File: config.mk
export PLATFORM = sky130hd
export DESIGN_NAME = unix_seconds_to_utc_date
export DESIGN_NICKNAME = d
export VERILOG_FILES = /design/src/sv/usud_pkg.sv /design/src/sv/unix_seconds_to_utc_date.sv
export VERILOG_INCLUDE_DIRS = /design/src /design/src/sv
export SDC_FILE = /design/constraint.sdc
export NUM_CORES = 2
export LEC_CHECK = 0
export ABC_AREA = 1
export ABC_CLOCK_PERIOD_IN_PS = 7200
export BUFFER_PORTS_ARGS = -buffer_cell sky130_fd_sc_hd__buf_2
export CAP_MARGIN = 10
export CELL_PAD_IN_SITES_DETAIL_PLACEMENT = 2
export CELL_PAD_IN_SITES_GLOBAL_PLACEMENT = 2
export CORE_MARGIN = 8
export CORE_UTILIZATION = 25
export DETAILED_ROUTE_END_ITERATION = 10
export MAX_ROUTING_LAYER = met4
export PLACE_DENSITY_LB_ADDON = 0.08
export SYNTH_ARGS = -nofsm -noshare
export SYNTH_HDL_FRONTEND = slang
export SYNTH_SLANG_ARGS = --single-unit
File: constraint.sdc
create_clock -name clk_i -period 7.2 [get_ports clk_i]
set_input_delay 1.08 -clock clk_i [delete_from_list [all_inputs] [get_ports clk_i]]
set_output_delay 1.08 -clock clk_i [all_outputs]
set_load 0.01 [all_outputs]
File: src/sv/unix_seconds_to_utc_date_assert.svh
// ----------------------------------------------------------------------------
// unix_seconds_to_utc_date assertion macros
// Concurrent assertion wrappers for the checks of the date converter.
// ----------------------------------------------------------------------------
`ifndef UNIX_SECONDS_TO_UTC_DATE_ASSERT_SVH
`define UNIX_SECONDS_TO_UTC_DATE_ASSERT_SVH

// same-cycle implication, checked outside reset
`define USUD_ASSERT_IMPL(label, clk, rst_n, ante, cons, msg) \
  label: assert property (@(posedge clk) disable iff (!rst_n) (ante) |-> (cons)) \
    else $error(msg);

// next-cycle implication, checked outside reset
`define USUD_ASSERT_NEXT(label, clk, rst_n, ante, cons, msg) \
  label: assert property (@(posedge clk) disable iff (!rst_n) (ante) |=> (cons)) \
    else $error(msg);

`endif

File: src/sv/usud_pkg.sv
// ----------------------------------------------------------------------------
// usud_pkg
// Constants and small helpers for the unix seconds to UTC date converter.
// ----------------------------------------------------------------------------
package usud_pkg;

  // seconds to days: (t >> 7) / 675, exact by reciprocal for 25-bit operands
  localparam int unsigned DayPreShift = 7;
  localparam int unsigned DayDiv      = 675;
  localparam int unsigned DayShift    = 35;
  localparam logic [25:0] DayRecip    =
    26'(((64'd1 << DayShift) + 64'(DayDiv) - 64'd1) / 64'(DayDiv));
  localparam logic [16:0] SecsPerDay  = 17'd86400;

  // day count from 1968-01-01 in a calendar that keeps 2100-02-29
  localparam logic [15:0] DaysFrom1968 = 16'd731;
  localparam logic [15:0] DayMar2100   = 16'd47541;
  localparam logic [16:0] WeekdayEpoch = 17'd4;

  // four-year blocks of 1461 days
  localparam int unsigned BlockDiv    = 1461;
  localparam int unsigned BlockShift  = 27;
  localparam logic [16:0] BlockRecip  =
    17'(((64'd1 << BlockShift) + 64'(BlockDiv) - 64'd1) / 64'(BlockDiv));
  localparam logic [10:0] BlockDays   = 11'(BlockDiv);
  localparam logic [5:0]  Block2100   = 6'd33;
  localparam logic [10:0] YearStart1  = 11'd366;
  localparam logic [10:0] YearStart2  = 11'd731;
  localparam logic [10:0] YearStart3  = 11'd1096;
  localparam logic [7:0]  YearOffset  = 8'd68;

  // time of day
  localparam int unsigned HourDiv     = 3600;
  localparam int unsigned HourShift   = 29;
  localparam logic [17:0] HourRecip   =
    18'(((64'd1 << HourShift) + 64'(HourDiv) - 64'd1) / 64'(HourDiv));
  localparam logic [11:0] SecsPerHour = 12'(HourDiv);
  localparam int unsigned MinDiv      = 60;
  localparam int unsigned MinShift    = 18;
  localparam logic [12:0] MinRecip    =
    13'(((64'd1 << MinShift) + 64'(MinDiv) - 64'd1) / 64'(MinDiv));
  localparam logic [11:0] SecsPerMin  = 12'(MinDiv);

  localparam logic [3:0]  MonthFeb    = 4'd1;

  // first day of month m within the year
  function automatic logic [8:0] month_start(input logic [3:0] m, input logic leap);
    logic [8:0] base;
    case (m)
      4'd0:    base = 9'd0;
      4'd1:    base = 9'd31;
      4'd2:    base = 9'd59;
      4'd3:    base = 9'd90;
      4'd4:    base = 9'd120;
      4'd5:    base = 9'd151;
      4'd6:    base = 9'd181;
      4'd7:    base = 9'd212;
      4'd8:    base = 9'd243;
      4'd9:    base = 9'd273;
      4'd10:   base = 9'd304;
      4'd11:   base = 9'd334;
      default: base = 9'd0;
    endcase
    return base + 9'((m > MonthFeb) && leap);
  endfunction

  // a mod 7 by folding octal digits (8 = 1 mod 7)
  function automatic logic [2:0] mod7(input logic [16:0] a);
    logic [5:0] s1;
    logic [3:0] s2;
    s1 = 6'(a[2:0]) + 6'(a[5:3]) + 6'(a[8:6]) + 6'(a[11:9]) + 6'(a[14:12])
       + 6'(a[16:15]);
    s2 = 4'(s1[5:3]) + 4'(s1[2:0]);
    if (s2 >= 4'd7) begin
      s2 = s2 - 4'd7;
    end
    return s2[2:0];
  endfunction

endpackage

File: src/sv/unix_seconds_to_utc_date.sv
// ----------------------------------------------------------------------------
// unix_seconds_to_utc_date
// Converts unsigned 32-bit unix seconds into the broken-down UTC date.
// ----------------------------------------------------------------------------
//  channel  | valid       | stall        | payload
//  ---------+-------------+--------------+---------------------------------
//  request  | in_valid_i  | in_stall_o   | epoch_seconds_i
//  result   | out_valid_o | out_stall_i  | years_since_1900_o .. second_of_minute_o
//
//  one request per cycle unless in_stall_o is high; result passes through an input register,
//  five intermediate stages splitting the constant multiplies, and an output register
//  reset clears the stage valid bits only, payload registers are not reset
//  a stalled result holds each occupied stage whose successor also holds; bubbles collapse
//  in_stall_o rises only when all seven stages hold a request
// ----------------------------------------------------------------------------
`include "unix_seconds_to_utc_date_assert.svh"

module unix_seconds_to_utc_date
  import usud_pkg::*;
(
  input  logic        clk_i,
  input  logic        rst_ni,
  input  logic        in_valid_i,
  output logic        in_stall_o,
  input  logic [31:0] epoch_seconds_i,
  output logic        out_valid_o,
  input  logic        out_stall_i,
  output logic [7:0]  years_since_1900_o,
  output logic [3:0]  month_index_o,
  output logic [4:0]  day_of_month_o,
  output logic [8:0]  day_of_year_o,
  output logic [2:0]  weekday_o,
  output logic [4:0]  hour_of_day_o,
  output logic [5:0]  minute_of_hour_o,
  output logic [5:0]  second_of_minute_o
);

  localparam int unsigned NumStages = 7;
  localparam int unsigned LastStage = NumStages - 1;

  logic [NumStages-1:0] vld_q, vld_d, adv;

  // stage 0: input
  logic [31:0] epoch_q;
  logic [50:0] day_prod;
  logic [15:0] days_d;
  // stage 1
  logic [15:0] days_q;
  logic [16:0] tod1_q, tod_d;
  logic        late_d;
  logic [15:0] fdays_d;
  logic [2:0]  wday_d;
  // stage 2
  logic [16:0] tod2_q;
  logic [15:0] fdays2_q;
  logic        late2_q;
  logic [2:0]  wday2_q;
  logic [32:0] blk_prod;
  logic [34:0] hour_prod;
  // stage 3
  logic [5:0]  blk3_q;
  logic [4:0]  hour3_q;
  logic [15:0] fdays3_q;
  logic [16:0] tod3_q;
  logic        late3_q;
  logic [2:0]  wday3_q;
  logic [10:0] blkday_d;
  logic [11:0] hrsec_d;
  // stage 4
  logic [10:0] blkday4_q;
  logic [11:0] hrsec4_q;
  logic [5:0]  blk4_q;
  logic [4:0]  hour4_q;
  logic        late4_q;
  logic [2:0]  wday4_q;
  logic [1:0]  yr_d;
  logic [10:0] yr_start;
  logic [8:0]  yday_d;
  logic [24:0] min_prod;
  // stage 5
  logic [8:0]  yday5_q;
  logic [1:0]  yr5_q;
  logic        leap5_q;
  logic [5:0]  blk5_q;
  logic [4:0]  hour5_q;
  logic [5:0]  min5_q;
  logic [11:0] hrsec5_q;
  logic        late5_q;
  logic [2:0]  wday5_q;
  logic [3:0]  mon_d;
  logic [4:0]  mday_d;
  logic [8:0]  yday_out_d;
  logic [5:0]  sec_d;
  logic [7:0]  year_d;

  // ---- handshake: a stage moves when it is empty or its successor moves
  always_comb begin
    adv[LastStage] = !vld_q[LastStage] || !out_stall_i;
    for (int k = int'(LastStage) - 1; k >= 0; k--) begin
      adv[k] = !vld_q[k] || adv[k+1];
    end
    vld_d = vld_q;
    if (adv[0]) begin
      vld_d[0] = in_valid_i;
    end
    for (int k = 1; k < NumStages; k++) begin
      if (adv[k]) begin
        vld_d[k] = vld_q[k-1];
      end
    end
  end

  always_ff @(posedge clk_i or negedge rst_ni) begin
    if (!rst_ni) begin
      vld_q <= '0;
    end else begin
      vld_q <= vld_d;
    end
  end

  assign in_stall_o  = !adv[0];
  assign out_valid_o = vld_q[LastStage];

  // ---- stage 0: day count
  assign day_prod = 51'(epoch_q[31:DayPreShift]) * 51'(DayRecip);
  assign days_d   = day_prod[DayShift +: 16];

  // ---- stage 1: time of day, shifted day count, weekday
  always_comb begin
    tod_d   = tod1_q - 17'(34'(days_q) * 34'(SecsPerDay));
    late_d  = days_q >= DayMar2100;
    fdays_d = days_q + DaysFrom1968 + 16'(late_d);
    wday_d  = mod7(17'(days_q) + WeekdayEpoch);
  end

  // ---- stage 2: four-year block and hour
  assign blk_prod  = 33'(fdays2_q) * 33'(BlockRecip);
  assign hour_prod = 35'(tod2_q) * 35'(HourRecip);

  // ---- stage 3: remainders
  always_comb begin
    blkday_d = 11'(fdays3_q - 16'(17'(blk3_q) * 17'(BlockDays)));
    hrsec_d  = 12'(tod3_q - 17'(17'(hour3_q) * 17'(SecsPerHour)));
  end

  // ---- stage 4: year within block, minute
  always_comb begin
    yr_d = 2'(blkday4_q >= YearStart1) + 2'(blkday4_q >= YearStart2)
         + 2'(blkday4_q >= YearStart3);
    case (yr_d)
      2'd0:    yr_start = '0;
      2'd1:    yr_start = YearStart1;
      2'd2:    yr_start = YearStart2;
      2'd3:    yr_start = YearStart3;
      default: yr_start = '0;
    endcase
    yday_d   = 9'(blkday4_q - yr_start);
    min_prod = 25'(hrsec4_q) * 25'(MinRecip);
  end

  // ---- stage 5: month, day, second, year
  always_comb begin
    mon_d = '0;
    for (int m = 1; m < 12; m++) begin
      mon_d = mon_d + 4'(yday5_q >= month_start(4'(m), leap5_q));
    end
    mday_d = 5'(yday5_q - month_start(mon_d, leap5_q) + 9'd1);
    // 2100 keeps a phantom Feb 29 upstream; take it back out of the day of year
    yday_out_d = yday5_q - 9'(late5_q && (blk5_q == Block2100) && (yr5_q == '0));
    sec_d  = 6'(hrsec5_q - 12'(12'(min5_q) * SecsPerMin));
    year_d = YearOffset + {blk5_q, 2'b00} + 8'(yr5_q);
  end

  // ---- payload registers
  always_ff @(posedge clk_i) begin
    if (adv[0]) begin
      epoch_q <= epoch_seconds_i;
    end
    if (adv[1]) begin
      days_q <= days_d;
      tod1_q <= epoch_q[16:0];
    end
    if (adv[2]) begin
      tod2_q   <= tod_d;
      fdays2_q <= fdays_d;
      late2_q  <= late_d;
      wday2_q  <= wday_d;
    end
    if (adv[3]) begin
      blk3_q   <= blk_prod[BlockShift +: 6];
      hour3_q  <= hour_prod[HourShift +: 5];
      fdays3_q <= fdays2_q;
      tod3_q   <= tod2_q;
      late3_q  <= late2_q;
      wday3_q  <= wday2_q;
    end
    if (adv[4]) begin
      blkday4_q <= blkday_d;
      hrsec4_q  <= hrsec_d;
      blk4_q    <= blk3_q;
      hour4_q   <= hour3_q;
      late4_q   <= late3_q;
      wday4_q   <= wday3_q;
    end
    if (adv[5]) begin
      yday5_q  <= yday_d;
      yr5_q    <= yr_d;
      leap5_q  <= (yr_d == '0);
      blk5_q   <= blk4_q;
      hour5_q  <= hour4_q;
      min5_q   <= min_prod[MinShift +: 6];
      hrsec5_q <= hrsec4_q;
      late5_q  <= late4_q;
      wday5_q  <= wday4_q;
    end
    if (adv[LastStage]) begin
      years_since_1900_o <= year_d;
      month_index_o      <= mon_d;
      day_of_month_o     <= mday_d;
      day_of_year_o      <= yday_out_d;
      weekday_o          <= wday5_q;
      hour_of_day_o      <= hour5_q;
      minute_of_hour_o   <= min5_q;
      second_of_minute_o <= sec_d;
    end
  end

  // ---- assertions
  `USUD_ASSERT_IMPL(a_stall_only_when_full, clk_i, rst_ni,
    in_stall_o, &vld_q, "request stalled while a pipeline stage is empty")

  `USUD_ASSERT_IMPL(a_time_ranges, clk_i, rst_ni,
    out_valid_o, (hour_of_day_o <= 5'd23) && (minute_of_hour_o <= 6'd59)
      && (second_of_minute_o <= 6'd59), "time of day out of range")

  `USUD_ASSERT_IMPL(a_date_ranges, clk_i, rst_ni,
    out_valid_o, (month_index_o <= 4'd11) && (day_of_month_o != 5'd0)
      && (weekday_o <= 3'd6) && (years_since_1900_o >= 8'd70)
      && (years_since_1900_o <= 8'd206), "date field out of range")

  `USUD_ASSERT_IMPL(a_january_yday, clk_i, rst_ni,
    out_valid_o && (month_index_o == 4'd0),
    day_of_year_o == (9'(day_of_month_o) - 9'd1), "january day of year mismatch")

endmodule

==> summary.md <==
| Metric | Value |
|---|---|
| Status | `finished, final reports clean` |
| Crit path DAT | `7.10 ns` |
| Htree depth | `2` |
| Initial drt markers | `716` |
| Slew headroom | `0.396` |
| CP endpoint | `day_of_month_o[4]$_DFFE_PP_` |
| CP delay by family, top | `adder cells` |
| Critical Path RT | `7.52 ns` |
| RSZ-0062 raised after global routing | `false` |
| FF-to-FF End | `day_of_month_o[4]$_DFFE_PP_` |
| GRT overflow | `0` |
| Vias post-DR | `25787` |
| Port bufs | `83` |
| Fin. Hold Viols | `0` |
| Area Overhead vs Synth | `11.9%` |
| Register-to-register setup slack | `0.43 ns` |
| Antenna cells | `0` |
| CP endpoint kind | `register` |
| Hold Buf Count CTS | `0` |
| Cell Area, Synth | `36300 sq um` |
| Post-synthesis cell type count | `49` |
| Final max-slew violation count | `0` |
| Core Footprint | `145000 sq um` |
| Commonest cells after routing, fill and taps aside | `inv_1, ha_1, nand2_1, fa_1, edfxtp_1` |
| Num CTS Buffers | `38` |
| Buffer and inverter count on the worst path | `6` |
| Worst slew pin tran | `0.904 ns` |
| Slowest-stage cell, CP | `edfxtp_1` |
| Initial antenna violation count | `1` |
| Die width | `397 um` |
| Setup-failing EPs final | `0` |
| Total clock sinks | `270` |
| Residual DRC | `0` |
| Number of core rows | `140` |
| CP dominant cell by count | `inv_1` |
| Largest net degree at the start of global routing | `48` |
| Post-layout min period | `6.77 ns` |
| Global-route wire length before repair | `182 mm` |
| Post-Syn Instances | `3925` |
| Post-synth EDFFs | `263` |
| FF-to-FF path depth | `26` |
| GRT Total Usage | `0.153` |
| Util after Layout | `0.281` |
| Slowest stage delay, CP | `0.55 ns` |
| Final WL | `115 mm` |
| Area post-placement | `39300 sq um` |
| CP Max Fanout | `8` |
| Fraction of registers with async set or reset after synthesis | `0.0259` |
| Post-DRT Antenna Nets | `0` |
| Die Height | `397 um` |
| Nets | `5251` |
| Synthesized flop and latch total | `270` |
| Via/cell ratio | `4.29` |
| Gp weighted congestion | `0.787` |
| Reg2reg start | `yday5_q[1]$_DFFE_PP_` |
| Total Die Area | `158000 sq um` |
| # Max-Cap Violations | `0` |
| Crit Path Category | `reg -> reg` |
| Startpoint Class | `register` |
| Worst-path clk slew | `0.06 ns` |
| Syn_area_per_cell | `9.25 sq um` |
| Root buf cell | `clkbuf_16` |
| Initial Util | `0.251` |
| Synth Flop Type | `edfxtp_1` |
| HPWL after detailed placement | `101 mm` |
| Fraction of layout cells with a size suffix above 1 | `0.0490` |
| Syn Nets | `5107` |
| Most common cell after layout, fill and taps aside | `inv_1` |
| Tcrit/Tclk final | `0.940` |
| Number of global-route vias before repair | `30261` |
| CTS tree | `done` |
| Critical path depth | `26` |
| CTS max path bufs | `3` |
| FMAX | `0.148 GHz` |
| Finished Cell Area | `40600 sq um` |
| Sum Neg Setup Slack | `0 ns` |
| Yosys warning total | `0` |
| Register area share after synthesis | `0.222` |
| Worst Clk Skew | `0.0393 ns` |
| HP Class | `in -> async` |
| Worst-Skew Late Latency | `0.60 ns` |
| Drt first pass iters | `4` |
| IO Count | `84` |
| Setup crit start | `yday5_q[1]$_DFFE_PP_` |
| Wire per inst | `19.1 um` |
-- repair_timing --
| action | CTS | global route |
|---|---|---|
| gates resized for setup | 0 | 0 |
| hold endpoints to repair | 0 | 0 |
| setup endpoints to repair | 0 | 1 |
| buffers inserted | 0 | 2 |
-- metal layers --
metal | GRT usage | part of all wire | vias up
li1 | - | - | 12675
met1 | 0.202 | 0.49 | 12908
met2 | 0.264 | 0.49 | 123
met3 | 0.00976 | 0.013 | 81
met4 | 0.0222 | 0.013 | 0
met5 | - | 0 | -
-- Yosys cell counts, types with 2 or more instances --
library cell	n	share of area
inv_2	3	0.00031
fa_1	398	0.22
edfxtp_1	263	0.22
nor3_1	28	0.0039
nand2_1	686	0.071
o21a_1	4	0.00083
nor2_4	3	0.00093
or2_2	4	0.00069
a31oi_1	8	0.0014
nor4_1	5	0.00086
clkbuf_1	3	0.00031
a21boi_0	6	0.0012
xor2_1	73	0.018
nand3b_1	7	0.0014
o211ai_1	6	0.0012
or2_1	2	0.00034
a21o_1	13	0.0027
buf_6	2	0.00062
nand3_1	106	0.015
o21ai_2	2	0.00048
o21ai_1	2	0.00028
xnor2_1	32	0.0077
o31ai_1	4	0.00083
nand2_2	4	0.00069
nand4_1	43	0.0074
o21ai_0	87	0.012
inv_1	1006	0.10
dfrtp_1	7	0.0048
a21oi_1	147	0.020
nor2_2	2	0.00034
and3_1	3	0.00052
nor2_1	192	0.020
o21bai_1	11	0.0023
ha_1	748	0.26
-- how the worst min path moves through the flow --
stage / slack (ns) / to / cells after the start
after floorplan: 0.40 / blk5_q[0]$_DFFE_PP_ / 0
after global placement: 0.40 / late4_q$_DFFE_PP_ / 0
after detailed placement: 0.41 / hrsec4_q[1]$_DFFE_PP_ / 0
after CTS: 0.30 / vld_q[6]$_DFFE_PN0P_ / 1
after global routing: 0.32 / vld_q[6]$_DFFE_PN0P_ / 1
final: 0.35 / vld_q[6]$_DFFE_PN0P_ / 1
-- logic make-up (layout without fill, tap and decap cells) --
group | after synthesis | in the layout | synth area share
AO/OA/AOI/OAI | 296 | 296 | 0.0449
XOR/XNOR | 105 | 105 | 0.0253
adder cells (fa/ha/maj) | 1146 | 1146 | 0.477
buffers and inverters | 1015 | 1189 | 0.105
flip-flops | 270 | 270 | 0.222
multiplexers | 1 | 1 | 0.000310
AND/OR/NAND/NOR | 1092 | 1092 | 0.125
-- stage by stage --
stage | cells | setup WS (ns) | hold WS, ns
after floorplan | 3925 | 0.890 | 0.400
after global placement | 5944 | 0.497 | 0.402
after detailed placement | 5944 | 0.371 | 0.406
after CTS | 6014 | 0.358 | 0.301
after global routing | 6016 | 0.00955 | 0.316
final | 6016 | 0.429 | 0.353
-- flip-flops by register name, indices dropped and copies added, names as in the netlist, 6 cells and up --
register            count
blk4_q                  6
tod2_q                 17
tod1_q                 17
hrsec4_q               12
vld_q                   7
blkday4_q              11
second_of_minute_o      6
min5_q                  6
blk3_q                  6
years_since_1900_o      8
epoch_q                32
hrsec5_q                6
yday5_q                 9
fdays3_q               11
day_of_year_o           9
tod3_q                 12
minute_of_hour_o        6
blk5_q                  6
fdays2_q               16
days_q                 16
-- final cells by class --
cell class / instances / area [sq um]
Fill cell: 16141 / 104000
Multi-Input combinational cell: 2640 / 24400
Sequential cell: 270 / 8070
Inverter: 1009 / 3790
Tap cell: 1917 / 2400
Clock buffer: 44 / 993
Timing Repair Buffer: 110 / 618
Clock inverter: 26 / 350
Power is left out: the tool's default activity adds up to more than one toggle a clock period on the data nets, which glitch-free logic cannot reach.
